<file path="src/hdl/vit_pkg.sv">
`timescale 1ns / 1ps

package vit_pkg;

  // Default table depth; the top level parameter takes it from here.
  localparam int unsigned TableEntriesDef = 1024;

  // Depth of the command queue between the front and the back.
  localparam int unsigned QueueDepth = 2;
  localparam int unsigned QPtrW      = (QueueDepth > 1) ? $clog2(QueueDepth) : 1;
  localparam int unsigned QCntW      = $clog2(QueueDepth + 1);

  // Operation codes of the input item.
  localparam logic [2:0] OP_BIND    = 3'd0;
  localparam logic [2:0] OP_REBIND  = 3'd1;
  localparam logic [2:0] OP_ERASE   = 3'd2;
  localparam logic [2:0] OP_FIND    = 3'd3;
  localparam logic [2:0] OP_FIND_AT = 3'd4;

  // Status codes of the result item.
  localparam logic [2:0] ST_OK            = 3'd0;
  localparam logic [2:0] ST_NOT_FOUND     = 3'd1;
  localparam logic [2:0] ST_ALREADY_BOUND = 3'd2;
  localparam logic [2:0] ST_ID_ZERO       = 3'd3;
  localparam logic [2:0] ST_BEYOND        = 3'd4;

  // Action decided by the front for the back.
  typedef enum logic [2:0] {
    ACT_BIND,
    ACT_REBIND,
    ACT_ERASE,
    ACT_FIND,
    ACT_FIND_AT,
    ACT_REJECT
  } act_e;

  typedef struct packed {
    logic [2:0]  op;
    logic [31:0] object_id;
    logic [63:0] rec_page;
    logic [15:0] rec_slot;
    logic [15:0] rec_gen;
    logic [63:0] epoch;
  } in_t;

  typedef struct packed {
    logic [2:0]  status;
    logic [63:0] out_page;
    logic [15:0] out_slot;
    logic [15:0] out_gen;
    logic [63:0] out_epoch;
    logic        has_prior;
  } out_t;

  // One record location with the epoch of its version.
  typedef struct packed {
    logic [63:0] page;
    logic [15:0] slot;
    logic [15:0] gen;
    logic [63:0] epoch;
  } rec_t;

  // One table entry as it sits in the memory.
  typedef struct packed {
    logic bound;
    logic removed;
    logic prior_valid;
    rec_t cur;
    rec_t prior;
  } ent_t;

  // Classified command passed through the queue.
  typedef struct packed {
    act_e        act;
    logic [2:0]  rej_status;
    logic [31:0] object_id;
    rec_t        rec;
  } cmd_t;

endpackage

</file>
<file path="src/hdl/vit_front.sv">
`timescale 1ns / 1ps

module vit_front #(
  parameter int unsigned TABLE_ENTRIES = vit_pkg::TableEntriesDef
) (
  input  logic          clk_i,
  input  logic          rst_ni,
  input  logic          in_valid_i,
  output logic          in_ready_o,
  input  vit_pkg::in_t  in_data_i,
  input  logic          q_full_i,
  input  logic          clr_busy_i,
  output logic          push_o,
  output vit_pkg::cmd_t cmd_o
);
  import vit_pkg::*;

  localparam logic [32:0] EntriesL = 33'(TABLE_ENTRIES);

  logic in_range;
  logic id_zero;
  logic seen_q;

  // Items are taken whenever the queue has room, the table is not being cleared and reset is left.
  assign in_ready_o = !q_full_i && !clr_busy_i && seen_q;
  assign push_o     = in_valid_i && in_ready_o;

  // The front stays closed until the first clock edge out of reset.
  always_ff @(posedge clk_i or negedge rst_ni) begin
    if (!rst_ni) begin
      seen_q <= 1'b0;
    end else begin
      seen_q <= 1'b1;
    end
  end

  assign in_range = {1'b0, in_data_i.object_id} < EntriesL;
  assign id_zero  = in_data_i.object_id == 32'd0;

  // Classify the item and settle every rejection that needs no table lookup.
  always_comb begin
    cmd_o.object_id  = in_data_i.object_id;
    cmd_o.rec.page   = in_data_i.rec_page;
    cmd_o.rec.slot   = in_data_i.rec_slot;
    cmd_o.rec.gen    = in_data_i.rec_gen;
    cmd_o.rec.epoch  = in_data_i.epoch;
    cmd_o.act        = ACT_REJECT;
    cmd_o.rej_status = ST_NOT_FOUND;
    unique case (in_data_i.op)
      OP_BIND: begin
        if (id_zero) begin
          cmd_o.rej_status = ST_ID_ZERO;
        end else if (!in_range) begin
          cmd_o.rej_status = ST_BEYOND;
        end else begin
          cmd_o.act = ACT_BIND;
        end
      end
      OP_REBIND: begin
        if (in_range) cmd_o.act = ACT_REBIND;
      end
      OP_ERASE: begin
        if (in_range) cmd_o.act = ACT_ERASE;
      end
      OP_FIND: begin
        if (in_range) cmd_o.act = ACT_FIND;
      end
      OP_FIND_AT: begin
        if (in_range) cmd_o.act = ACT_FIND_AT;
      end
      default: begin
        cmd_o.act = ACT_REJECT;
      end
    endcase
  end

endmodule

</file>
<file path="config.mk">
export PLATFORM = sky130hd
export DESIGN_NAME = vit_front
export DESIGN_NICKNAME = d
export VERILOG_FILES = /design/src/hdl/vit_pkg.sv /design/src/hdl/vit_front.sv
export SDC_FILE = /design/constraint.sdc
export NUM_CORES = 1
export LEC_CHECK = 0
export ABC_AREA = 1
export BUFFER_PORTS_ARGS = -buffer_cell sky130_fd_sc_hd__buf_2
export CAP_MARGIN = 0
export CORE_AREA = 2 2 157 159
export DETAILED_ROUTE_END_ITERATION = 8
export DIE_AREA = 0 0 159 161
export HOLD_SLACK_MARGIN = 0.08
export SETUP_SLACK_MARGIN = 0.5
export SYNTH_ARGS = -nofsm -noshare
export SYNTH_HDL_FRONTEND = slang
export SYNTH_SLANG_ARGS = --single-unit
</file>
<file path="constraint.sdc">
create_clock -name clk_i -period 1.47 [get_ports clk_i]
set_input_delay 0.2205 -clock clk_i [delete_from_list [all_inputs] [get_ports clk_i]]
set_output_delay 0.2205 -clock clk_i [all_outputs]
set_load 0.02 [all_outputs]
</file>
==> impl_metrics.env <==
export IMPL_routed_wl_microns=5810
export IMPL_ys_ff_latch=1
export IMPL_drtAntennaViolNets=0
export IMPL_slew_violations=0
export IMPL_hp_class="in2out"
export IMPL_drtIter0Drc=34
export IMPL_synth_area_leader_cell="buf_4"
export IMPL_die_area_sq_um=25600
export IMPL_synthArstFlopShare=1.00
export IMPL_grt_remaining_overflow=0
export IMPL_n_antenna_cell=0
export IMPL_synth_edf_count=0
export IMPL_largest_reg_flops=1
export IMPL_dieWidth_microns=159
export IMPL_critPathRequiredTime_ns=1.25
export IMPL_ys_flop_type="dfrtp_1"
export IMPL_syn_avg_cell_area_sq_um=6.93
export IMPL_nNetsFinal=336
export IMPL_status="completed"
export IMPL_dp_hpwl_microns=5060
export IMPL_crit_path_end_kind="output port"
export IMPL_p_per_area_nw_per_um2=221
export IMPL_n_fill_cell=2855
export IMPL_fmax_mhz=713
export IMPL_cp_max_fo=4
export IMPL_grt_max_degree=5
export IMPL_drv_cap=0
export IMPL_whs_ns=0.441
export IMPL_syn_cell_area_sq_um=1700
export IMPL_multi_input_area_sq_um=358
export IMPL_drt_first_pass_iters=2
export IMPL_gp_congestion=0.620
export IMPL_worstPathArrival_ns=1.18
export IMPL_hold_violations=0
export IMPL_fin_util=0.0577
export IMPL_ir_drop_mv=0.0712
export IMPL_wl_per_cell_microns=12.7
export IMPL_p_leak_uw=0.000518
export IMPL_worst_setup_path_type="in2out"
export IMPL_ys_top_cells_by_count="buf_4, nor2_1, nand2_1"
export IMPL_seqCellArea_sq_um=25.0
export IMPL_reg_largest_list="seen_q: 1 flops"
export IMPL_grt_util_all_layers=0.0396
export IMPL_grt_pass1_vias=951
export IMPL_setup_violations=0
export IMPL_fin_crit_sh=0.953
export IMPL_port_buffers=79
export IMPL_drc=0
export IMPL_core_rowCount=57
export IMPL_fin_cells=458
export IMPL_viasPerCell=1.99
export IMPL_yosysMostFrequentCell="buf_4"
export IMPL_drive_gt1_frac=0.843
export IMPL_die_h_microns=161
export IMPL_regMostFlops="seen_q"
export IMPL_yosysWarnings=0
export IMPL_num_vias=913
export IMPL_post_route_min_period_ns=1.40
export IMPL_synth_top_area_share=0.849
export IMPL_ys_seq_area_frac=0.0147
export IMPL_synth_distinct_cells=13
export IMPL_yosys_top_cells_area="buf_4, nor2_1, nand2_1"
export IMPL_core_sq_um=24000
export IMPL_synth_fp_nets=445
export IMPL_ios=400
export IMPL_syn_to_final_growth_pct=-18.5
export IMPL_grt_first_pass_wirelength_microns=7190
export IMPL_dp_cells=456
export IMPL_syn_inst=245
export IMPL_cp_start_kind="primary input"
export IMPL_antenna_found_initial=0
export IMPL_rsz0062_at_grt="true"
export IMPL_start_util=0.0709
-- worst max-delay path: stages --
cell and delay (ns):
buf_2 0.12, nor2_4 0.10, nand2_2 0.06, nor2_4 0.13, nand3b_1 0.10, buf_6 0.15, nor3_4 0.17, buf_6 0.13
-- kinds of logic (layout without fill, tap and decap cells) --
kind of cell / count (synthesis) / count (layout) / synth area share
DFF: 1 / 1 / 0.0147
AOI/OAI and AO/OA: 1 / 1 / 0.00442
buffers and inverters: 197 / 86 / 0.860
other: 1 / 1 / 0.00221
and+or+nand+nor: 45 / 45 / 0.119
-- layout by cell type, fill, tap and decap left out, drive strengths merged --
cell type     n
and2          1
buf          80
conb          1
dfrtp         1
dlygate4sd3   1
inv           5
nand2        16
nand3         1
nand3b        1
nor2         24
nor3          1
nor3b         1
o21bai        1
-- metal layers --
layer / wire [microns] / track usage / part of all wire
met4: 611 / 0.0405 / 0.11
met3: 1380 / 0.0393 / 0.24
met2: 2460 / 0.0569 / 0.42
met1: 1300 / 0.0277 / 0.22
met5: 50 / 0.0152 / 0.0086
-- area by class of cell --
| type | count | area share |
|---|---|---|
| Inverter | 5 | 0.0136 |
| Tap cell | 324 | 0.293 |
| Timing Repair Buffer | 81 | 0.417 |
| Multi-Input combinational cell | 47 | 0.259 |
| Sequential cell | 1 | 0.0181 |
-- stage by stage --
step / worst slack, ns / cell area (sq um) / setup TNS [ns] / total power, uW
floorplan: 0.342 / 1760 / 0 / 828
global placement: -0.193 / 1120 / -1.00 / 251
detailed placement: -0.203 / 1120 / -1.03 / 254
CTS: 0.0315 / 1330 / 0 / 293
global route: 0.0114 / 1380 / 0 / 324
finish: 0.0684 / 1380 / 0 / 306
-- power by group --
part | total, uW | internal (uW) | switching [uW]
Clock | 0 | 0 | 0
Sequential | 29.9 | 29.4 | 0.430
Combinational | 277 | 127 | 150
-- what timing repair did --
item / 4_1_cts / 5_1_grt
hold endpoints to repair: 1 / 0
hold buffers: 1 / 0
resized for setup: 44 / 17
pin swaps: 28 / 15
endpoints found under the setup margin: 7 / 7
buffers inserted: 1 / 0
-- path summary, 6_finish.rpt --
path	startpoint	slack, ns	endpoint	cells past startpoint
max in group asynchronous	rst_ni	0.84	seen_q$_DFF_PN0_	2
min in group asynchronous	rst_ni	0.54	seen_q$_DFF_PN0_	2
setup / recovery	in_data_i[179]	0.07	cmd_o[196]	8
hold / removal	in_data_i[106]	0.44	cmd_o[106]	0
(Power assumes the default switching activity.)
