### config.mk
export PLATFORM = sky130hd
export DESIGN_NAME = vit_queue
export DESIGN_NICKNAME = d
export VERILOG_FILES = /design/src/hdl/vit_pkg.sv /design/src/hdl/vit_queue.sv
export SDC_FILE = /design/constraint.sdc
export NUM_CORES = 1
export LEC_CHECK = 0
export ABC_AREA = 1
export BUFFER_PORTS_ARGS = -buffer_cell sky130_fd_sc_hd__buf_4
export CAP_MARGIN = 20
export CORE_MARGIN = 3
export CORE_UTILIZATION = 58
export CTS_BUF_LIST = sky130_fd_sc_hd__clkbuf_8
export DETAILED_ROUTE_END_ITERATION = 6
export GPL_TIMING_DRIVEN = 0
export PLACE_DENSITY = 0.87
export SLEW_MARGIN = 10
export SYNTH_ARGS = -nofsm -noshare
export SYNTH_HDL_FRONTEND = slang
export SYNTH_SLANG_ARGS = --single-unit
### constraint.sdc
create_clock -name clk_i -period 18.12 [get_ports clk_i]
set_clock_uncertainty 0.2 [all_clocks]
set_input_delay 1.812 -clock clk_i [delete_from_list [all_inputs] [get_ports clk_i]]
set_output_delay 1.812 -clock clk_i [all_outputs]
set_load 0.1 [all_outputs]
### src/hdl/vit_pkg.sv
`timescale 1ns / 1ps

package vit_pkg;

  // Default table depth; the top level parameter takes it from here.
  localparam int unsigned TableEntriesDef = 1024;

  // Depth of the command queue between the front and the back.
  localparam int unsigned QueueDepth = 2;
  localparam int unsigned QPtrW      = (QueueDepth > 1) ? $clog2(QueueDepth) : 1;
  localparam int unsigned QCntW      = $clog2(QueueDepth + 1);

  // Operation codes of the input item.
  localparam logic [2:0] OP_BIND    = 3'd0;
  localparam logic [2:0] OP_REBIND  = 3'd1;
  localparam logic [2:0] OP_ERASE   = 3'd2;
  localparam logic [2:0] OP_FIND    = 3'd3;
  localparam logic [2:0] OP_FIND_AT = 3'd4;

  // Status codes of the result item.
  localparam logic [2:0] ST_OK            = 3'd0;
  localparam logic [2:0] ST_NOT_FOUND     = 3'd1;
  localparam logic [2:0] ST_ALREADY_BOUND = 3'd2;
  localparam logic [2:0] ST_ID_ZERO       = 3'd3;
  localparam logic [2:0] ST_BEYOND        = 3'd4;

  // Action decided by the front for the back.
  typedef enum logic [2:0] {
    ACT_BIND,
    ACT_REBIND,
    ACT_ERASE,
    ACT_FIND,
    ACT_FIND_AT,
    ACT_REJECT
  } act_e;

  typedef struct packed {
    logic [2:0]  op;
    logic [31:0] object_id;
    logic [63:0] rec_page;
    logic [15:0] rec_slot;
    logic [15:0] rec_gen;
    logic [63:0] epoch;
  } in_t;

  typedef struct packed {
    logic [2:0]  status;
    logic [63:0] out_page;
    logic [15:0] out_slot;
    logic [15:0] out_gen;
    logic [63:0] out_epoch;
    logic        has_prior;
  } out_t;

  // One record location with the epoch of its version.
  typedef struct packed {
    logic [63:0] page;
    logic [15:0] slot;
    logic [15:0] gen;
    logic [63:0] epoch;
  } rec_t;

  // One table entry as it sits in the memory.
  typedef struct packed {
    logic bound;
    logic removed;
    logic prior_valid;
    rec_t cur;
    rec_t prior;
  } ent_t;

  // Classified command passed through the queue.
  typedef struct packed {
    act_e        act;
    logic [2:0]  rej_status;
    logic [31:0] object_id;
    rec_t        rec;
  } cmd_t;

endpackage

### src/hdl/vit_queue.sv
`timescale 1ns / 1ps

module vit_queue (
  input  logic          clk_i,
  input  logic          rst_ni,
  input  logic          push_i,
  input  vit_pkg::cmd_t cmd_i,
  output logic          full_o,
  input  logic          pop_i,
  output logic          valid_o,
  output vit_pkg::cmd_t head_o
);
  import vit_pkg::*;

  localparam logic [QPtrW-1:0] LastPtr = QPtrW'(QueueDepth - 1);
  localparam logic [QCntW-1:0] FullCnt = QCntW'(QueueDepth);

  cmd_t             slot_q [QueueDepth];
  logic [QPtrW-1:0] wr_ptr_q, wr_ptr_d;
  logic [QPtrW-1:0] rd_ptr_q, rd_ptr_d;
  logic [QCntW-1:0] cnt_q, cnt_d;

  assign full_o  = cnt_q == FullCnt;
  assign valid_o = cnt_q != '0;
  assign head_o  = slot_q[rd_ptr_q];

  // Pointer and fill count update.
  always_comb begin
    wr_ptr_d = wr_ptr_q;
    rd_ptr_d = rd_ptr_q;
    cnt_d    = cnt_q;
    if (push_i) begin
      wr_ptr_d = (wr_ptr_q == LastPtr) ? '0 : wr_ptr_q + 1'b1;
    end
    if (pop_i) begin
      rd_ptr_d = (rd_ptr_q == LastPtr) ? '0 : rd_ptr_q + 1'b1;
    end
    if (push_i && !pop_i) begin
      cnt_d = cnt_q + 1'b1;
    end else if (pop_i && !push_i) begin
      cnt_d = cnt_q - 1'b1;
    end
  end

  always_ff @(posedge clk_i or negedge rst_ni) begin
    if (!rst_ni) begin
      wr_ptr_q <= '0;
      rd_ptr_q <= '0;
      cnt_q    <= '0;
    end else begin
      wr_ptr_q <= wr_ptr_d;
      rd_ptr_q <= rd_ptr_d;
      cnt_q    <= cnt_d;
    end
  end

  // Queue storage holds payload only.
  always_ff @(posedge clk_i) begin
    if (push_i) slot_q[wr_ptr_q] <= cmd_i;
  end

endmodule

==> results of run 1 <==
cell type report:
cell class / count / share of cell area (%)
antenna: 1 / 0.0128
buffer: 22 / 1.01
clock buffer: 59 / 4.15
clock inverter: 48 / 1.23
inverter: 7 / 0.173
multi-input combinational: 212 / 13.8
sequential: 400 / 61.3
tap: 330 / 2.11
timing repair buffer: 409 / 16.3
worst paths after layout:
| check | start | to | slack, ns | cells after the start |
|---|---|---|---|---|
| hold reg to reg | cnt_q[1]$_DFFE_PN0P_ | cnt_q[1]$_DFFE_PN0P_ | 0.29 | 2 |
| max in group asynchronous | rst_ni | cnt_q[1]$_DFFE_PN0P_ | 16.79 | 1 |
| min in group asynchronous | rst_ni | cnt_q[0]$_DFFE_PN0P_ | 0.83 | 1 |
| hold / removal | cnt_q[1]$_DFFE_PN0P_ | cnt_q[1]$_DFFE_PN0P_ | 0.29 | 2 |
| setup / recovery | rd_ptr_q$_DFFE_PN0P_ | head_o[142] | 14.03 | 5 |
| setup reg to reg | wr_ptr_q$_DFFE_PN0P_ | slot_q[0][152]$_DFFE_PP_ | 15.83 | 4 |
worst max-delay path: cells and delay by family, from the launching register on:
| kind | cells | cell delay [ns] |
|---|---|---|
| buffers and inverters | 4 | 0.84 |
| DFF | 1 | 0.34 |
| muxes | 1 | 0.32 |
cells in the final DEF, fill, tap and decap left out, drive strengths merged, types with 2 or more instances in the layout:
cell type	instances
buf	431
mux2	198
edfxtp	396
nand2	6
bufinv	2
inv	31
xor2	2
nor2	2
clkinv	21
clkbuf	59
dfrtp	4
routing by layer:
metal	part of all wire (%)	global-route usage [%]	vias to the layer above
li1	-	-	3490
met1	34	26.4	3879
met2	52	42.0	409
met3	9.8	8.59	77
met4	3.4	8.50	2
met5	0.059	0	-
logic make-up after synthesis:
kind of cell / after synthesis / share of synthesized area [%]
flops: 400 / 80.5
mux: 198 / 17.5
buf+inv: 29 / 1.50
simple gates: 10 / 0.277
xor+xnor: 3 / 0.176
fa+ha+maj: 1 / 0.0840
per-stage QoR:
| stage | hold slack [ns] | setup slack (ns) |
|---|---|---|
| after CTS | 0.296 | 13.96 |
| after floorplan | 0.242 | 7.03 |
| after global placement | 0.268 | 2.58 |
| after detailed placement | 0.279 | 14.29 |
| after global routing | 0.358 | 13.94 |
| final | 0.290 | 14.03 |
flip-flops by register name, indices dropped and copies added (netlist names):
| register | cells |
|---|---|
| slot_q | 396 |
| cnt_q | 2 |
| rd_ptr_q | 1 |
| wr_ptr_q | 1 |
==> qor.csv, run 1 <==
metric,value,unit
DRC Markers,0,
grt ovf,0,
Area growth syn-to-layout,31.3,%
placed cell count,1380,
top cell types by occurrence after synthesis,"edfxtp_1, mux2_4, mux2_2, buf_6, buf_2",
total CTS buffers,58,
Vias,7857,
Util after Layout,77.7,%
status,"finished, final reports clean",
gp weighted congestion,0.789,
"Primary FF master, synth",edfxtp_1,
clock sink count,400,
Tmin final,4.09,ns
Mapped Cells,641,
PortBufs,401,
most frequent CP cell,buf_6,
worst relative slew slack,49.4,%
die area,27600,sq um
Max stage delay on crit path,0.34,ns
final hold violations,0,
"Design Area, Final",19600,sq um
Initial Utilization,59.2,%
Seq. cell area,12000,sq um
layout cell share with drive strength beyond 1,60.2,%
gr usage total,23.7,%
fraction of registers with async set/reset,1.00,%
Starting DRT DRC Count,575,
setup_tns,0,ns
Hold Crit Class,register to register,
Slew @ Worst Pin,0.759,ns
CP cell instances,buf_6 > buf_6 > buf_6 > mux2_4 > buf_4,
synth unique cells,14,
RSZ-0062 raised after global routing,no,
"count leader, synth",edfxtp_1,
Final setup viols,0,
drt total wl,33900,um
# hold bufs at CTS,0,
clk buf depth,3,
global-route wire length before repair,49800,um
IO Count,402,
non-filler instance count after layout,1488,
setup bufs post-CTS,0,
cts repair resizes,0,
Die Y,166,um
clock input transition at the sequential cells of the worst setup and hold paths,0.06,ns
Std-Cell Rows,58,
"Cell Area, Synth",14900,sq um
largest cells by area after synthesis,"edfxtp_1, mux2_4, mux2_2",
Yosys top cell area share,79.8,%
cell taking the most area after synthesis,edfxtp_1,
Worst Path Max Fanout,10,
CP required,16.11,ns
initial antenna violation count,2,
Multi-input gate area,2690,sq um
vias in the first global route,8367,
max_cap viols,0,
Initial DRT Pass Iterations,5,
Detailed Place HPWL,23400,um
Die X,166,um
post-place instance area,18500,sq um
largest net degree at the start of global routing,103,
kind of critical path,register to output pin,
htree depth,2,
Synthesis Warnings,0,
Setup crit end kind,output pin,
register area share after synthesis,80.5,%
CP startpoint kind,register,
CTS Root Cell,clkbuf_8,
TritonCTS clock tree,yes,
clk_lat worst skew,0.56,ns
nets@finish,1313,
Post-Syn Nets,844,
"Avg Cell Area, Syn",23.2,sq um
"Arr. time, crit path",2.08,ns
Final Cycle Share,22.6,%
fmax,244,MHz
antenna violation net count after detailed routing,0,
Post-synth EDFFs,396,
vias per cell,5.28,
fillers,1291,
slowest CP cell,dfrtp_1,
number of synthesized register bits,400,
pins over their slew limit,0,
Avg WL per Cell,22.7,um
area of the core,25200,sq um
Power of run 1 is left out: the tool's default activity adds up to more than one toggle a clock period on the data nets, which glitch-free logic cannot reach.
==> run 2: changes to the inputs <==
- CORE_UTILIZATION: 58 -> 54
- PLACE_DENSITY: 0.87 -> 0.82
- clock period: 18.12 -> 4.2 ns (I/O delays scaled with it)
==> qor.csv, run 2 (synthesis gave the netlist of run 1 again) <==
metric,value,unit
Starting DRT DRC Count,637,
layout cell share with drive strength beyond 1,51.9,%
"commonest non-fill, non-tap cell in the layout",buf_4,
IO Count,402,
status,"finished, final reports clean",
initial antenna violation count,1,
TritonCTS clock tree,yes,
antenna violation net count after detailed routing,0,
total CTS buffers,60,
drt total wl,41400,um
setup_tns,0,ns
Setup crit end kind,output pin,
CP required,3.58,ns
DR top layer,met4,
Top Registers,"slot_q (396), cnt_q (2)",
final hold violations,0,
gr usage total,27.2,%
Initial DRT Pass Iterations,5,
CP startpoint kind,register,
Worst Path Max Fanout,10,
die area,29600,sq um
fillers,1260,
worst relative slew slack,45.6,%
Avg WL per Cell,24.3,um
PortBufs,401,
Vias,8966,
worst setup path startpoint,rd_ptr_q$_DFFE_PN0P_,
Reg with most FFs,slot_q,
Std-Cell Rows,60,
largest net degree at the start of global routing,35,
RSZ-0062 raised after global routing,no,
Area growth syn-to-layout,45.9,%
Hold Crit Class,input port to register,
clock input transition at the sequential cells of the worst setup and hold paths,0.08,ns
Worst Hold Slack,0.344,ns
setup bufs post-CTS,0,
hold path startpoint,cmd_i[197],
Multi-input gate area,2690,sq um
Metal-1 WL,14500,um
clk buf depth,3,
"Arr. time, crit path",2.11,ns
vias in the first global route,10000,
"Design Area, Final",21700,sq um
htree depth,2,
Die Y,172,um
Initial Utilization,55.1,%
Slew @ Worst Pin,0.814,ns
pins over their slew limit,0,
fmax,366,MHz
kind of critical path,register to output pin,
Seq. cell area,12000,sq um
grt ovf,0,
Tmin final,2.73,ns
post-place instance area,18700,sq um
Detailed Place HPWL,23000,um
Final setup viols,0,
nets@finish,1523,
clk_lat worst skew,0.58,ns
Final Cycle Share,65.0,%
Die X,172,um
global-route wire length before repair,60000,um
DRC Markers,0,
reg2reg start,wr_ptr_q$_DFFE_PN0P_,
met3 WL,3690,um
Util after Layout,80.4,%
max_cap viols,0,
gp weighted congestion,0.724,
CTS Root Cell,clkbuf_8,
area of the core,27000,sq um
most frequent cells in the layout,"buf_4, edfxtp_1, dlygate4sd3_1, mux2_4, mux2_2",
Largest register FFs,396,
vias per cell,5.26,
clock sink count,400,
met2 wire len,21700,um
==> run 2: changes by cell type in the layout (fill, tap and decap cells not counted), moves of 2 or more <==
cell and delta:
inv_1 +2, dlygate4sd3_1 +202, buf_16 +3, buf_12 +3
clkinv_2 +2, clkbuf_8 +3, clkinv_1 -11
==> run 2: cell type report <==
| cell class | count | area share, % |
|---|---|---|
| buffer | 22 | 0.909 |
| clock buffer | 62 | 3.93 |
| tap | 341 | 1.96 |
| antenna | 1 | 0.0115 |
| sequential | 400 | 55.2 |
| multi-input combinational | 212 | 12.4 |
| timing repair buffer | 617 | 24.6 |
| clock inverter | 41 | 0.898 |
| inverter | 7 | 0.138 |
==> run 2: path summary, 6_finish.rpt <==
check | end | slack [ns] | cells past startpoint
hold reg to reg | cnt_q[1]$_DFFE_PN0P_ | 0.36 | 2
max in group asynchronous | cnt_q[0]$_DFFE_PN0P_ | 2.98 | 3
setup reg to reg | slot_q[0][95]$_DFFE_PP_ | 1.64 | 5
min in group asynchronous | cnt_q[1]$_DFFE_PN0P_ | 0.61 | 3
setup / recovery | head_o[62] | 1.47 | 5
hold / removal | slot_q[1][197]$_DFFE_PP_ | 0.34 | 2
==> run 2: metal layers <==
metal / up-vias / global-route usage (%)
met5: - / 0
met4: 0 / 9.82
li1: 3913 / -
met2: 466 / 49.0
met3: 104 / 8.07
met1: 4483 / 30.7
==> run 2: stage by stage <==
step           setup WS [ns]  std cells
2_1_floorplan          0.147        641
3_3_place_gp           -1.71       1383
3_5_place_dp            1.60       1397
4_1_cts                 1.41       1702
5_1_grt                 1.38       1703
6_report                1.47       1703
==> run 2: what timing repair did <==
| item | in CTS | in global routing |
|---|---|---|
| hold buffers | 202 | 0 |
| endpoints found under the hold margin | 403 | 0 |
| gates resized for setup | 0 | 0 |
==> run 2: critical path: stages, from the launching register on <==
cell and delay (ns):
dfrtp_1 0.34, buf_6 0.17, buf_6 0.21, buf_6 0.21
mux2_4 0.33, buf_4 0.24
Power of run 2 is left out for the same reason.
==> run 3: changes to the inputs <==
- clock period: 4.2 -> 2.8 ns (I/O delays scaled with it)
==> qor.csv, run 3 (synthesis gave the netlist of run 1 again) <==
metric,value,unit
most frequent cells in the layout,"buf_4, edfxtp_1, dlygate4sd3_1, mux2_4, mux2_2",
post-place instance area,18600,sq um
Vias,8895,
RSZ-0062 raised after global routing,no,
CP cell instances,buf_6 > buf_6 > buf_6 > mux2_4 > buf_4,
hold path startpoint,cmd_i[18],
global-route wire length before repair,57800,um
htree depth,2,
clk_lat worst skew,0.56,ns
status,"finished, final reports clean",
Std-Cell Rows,60,
final hold violations,0,
CTS Root Cell,clkbuf_8,
clock sink count,400,
placed cell count,1396,
area of the core,27000,sq um
cts repair resizes,0,
drt total wl,39700,um
vias per cell,5.20,
Detailed Place HPWL,23200,um
Reg with most FFs,slot_q,
initial antenna violation count,4,
Setup crit end kind,output pin,
"Design Area, Final",21700,sq um
WHS Path Cells,2,
nets@finish,1522,
Slew @ Worst Pin,0.783,ns
pins over their slew limit,0,
PortBufs,401,
clk buf depth,3,
"reg-to-reg slack, setup",0.41,ns
Reg2Reg Depth,5,
fillers,1261,
hold worst-path end,slot_q[0][18]$_DFFE_PP_,
vias in the first global route,9723,
Die Y,172,um
Starting DRT DRC Count,643,
largest net degree at the start of global routing,37,
"commonest non-fill, non-tap cell in the layout",buf_4,
Util after Layout,80.3,%
CP startpoint kind,register,
IO Count,402,
TritonCTS clock tree,yes,
slowest CP cell,mux2_4,
Final setup viols,0,
Final Cycle Share,92.3,%
Hold Crit Class,input port to register,
kind of critical path,register to output pin,
DRC Markers,0,
gp weighted congestion,0.755,
Largest register FFs,396,
CP required,2.32,ns
Worst Path Max Fanout,10,
Initial DRT Pass Iterations,5,
Avg WL per Cell,23.2,um
Tmin final,2.58,ns
clock input transition at the sequential cells of the worst setup and hold paths,0.06,ns
most frequent CP cell,buf_6,
Max stage delay on crit path,0.35,ns
non-filler instance count after layout,1709,
die area,29600,sq um
reg2reg start,wr_ptr_q$_DFFE_PN0P_,
max_cap viols,0,
Initial Utilization,55.1,%
total CTS buffers,60,
gr usage total,25.9,%
RR Endpoint,slot_q[0][143]$_DFFE_PP_,
antenna violation net count after detailed routing,0,
worst relative slew slack,47.7,%
grt ovf,0,
Top Registers,"slot_q (396), cnt_q (2)",
Area growth syn-to-layout,45.7,%
Die X,172,um
"Arr. time, crit path",2.10,ns
fmax,387,MHz
layout cell share with drive strength beyond 1,51.8,%
==> run 3: cell types whose count changed in the layout (fill, tap and decap cells not counted), sizes merged <==
cell      change
buf           -1
inv           -7
clkinv       +13
clkbuf        -1
clkinvlp      -1
diode         +3
==> run 3: worst max-delay path, delay by kind of cell (launching register included) <==
family	cells	cell delay, ns
buffers and inverters	4	0.83
muxes	1	0.35
DFF	1	0.34
==> run 3: how the worst max path moves through the flow <==
stage                               from                        to  cells past startpoint
floorplan           wr_ptr_q$_DFFE_PN0P_    slot_q[1][0]$_DFFE_PP_                      2
global placement    wr_ptr_q$_DFFE_PN0P_   slot_q[1][88]$_DFFE_PP_                      2
detailed placement                push_i  slot_q[0][156]$_DFFE_PP_                      7
CTS                 rd_ptr_q$_DFFE_PN0P_                head_o[80]                      5
global route        rd_ptr_q$_DFFE_PN0P_               head_o[140]                      5
finish              rd_ptr_q$_DFFE_PN0P_               head_o[140]                      5
==> run 3: area by class of cell <==
| cell class | count | area, sq um | area share [%] |
|---|---|---|---|
| flip-flops and latches | 400 | 12000 | 55.2 |
| multi-input cells | 212 | 2700 | 12.4 |
| inverters | 7 | 30.0 | 0.138 |
| well taps | 341 | 427 | 1.96 |
| repair buffers | 616 | 5320 | 24.5 |
| clock buffers | 61 | 840 | 3.87 |
| diodes | 4 | 10.0 | 0.0461 |
| clock inverters | 46 | 209 | 0.962 |
| plain buffers | 22 | 198 | 0.910 |
==> run 3: repair_timing <==
item,4_1_cts,5_1_grt
hold endpoints to repair,404,0
hold buffers,202,0
buffers inserted,0,0
==> run 3: metrics by stage <==
stage | setup TNS [ns] | setup WS (ns) | hold WS [ns]
after floorplan | -478.86 | -1.24 | -0.216
after global placement | -1119.78 | -2.95 | -0.122
after detailed placement | 0 | 0.409 | -0.116
after CTS | 0 | 0.187 | 0.195
after global routing | 0 | 0.136 | 0.203
final | 0 | 0.216 | 0.235
==> run 3: routing by layer <==
layer	global-route usage (%)	wire length (um)	vias up
met3	7.00	3300	88
met1	29.2	13800	4448
met5	0	0	-
met4	9.13	1350	0
li1	-	-	3923
met2	47.6	21300	436
Power of run 3 is left out for the same reason.
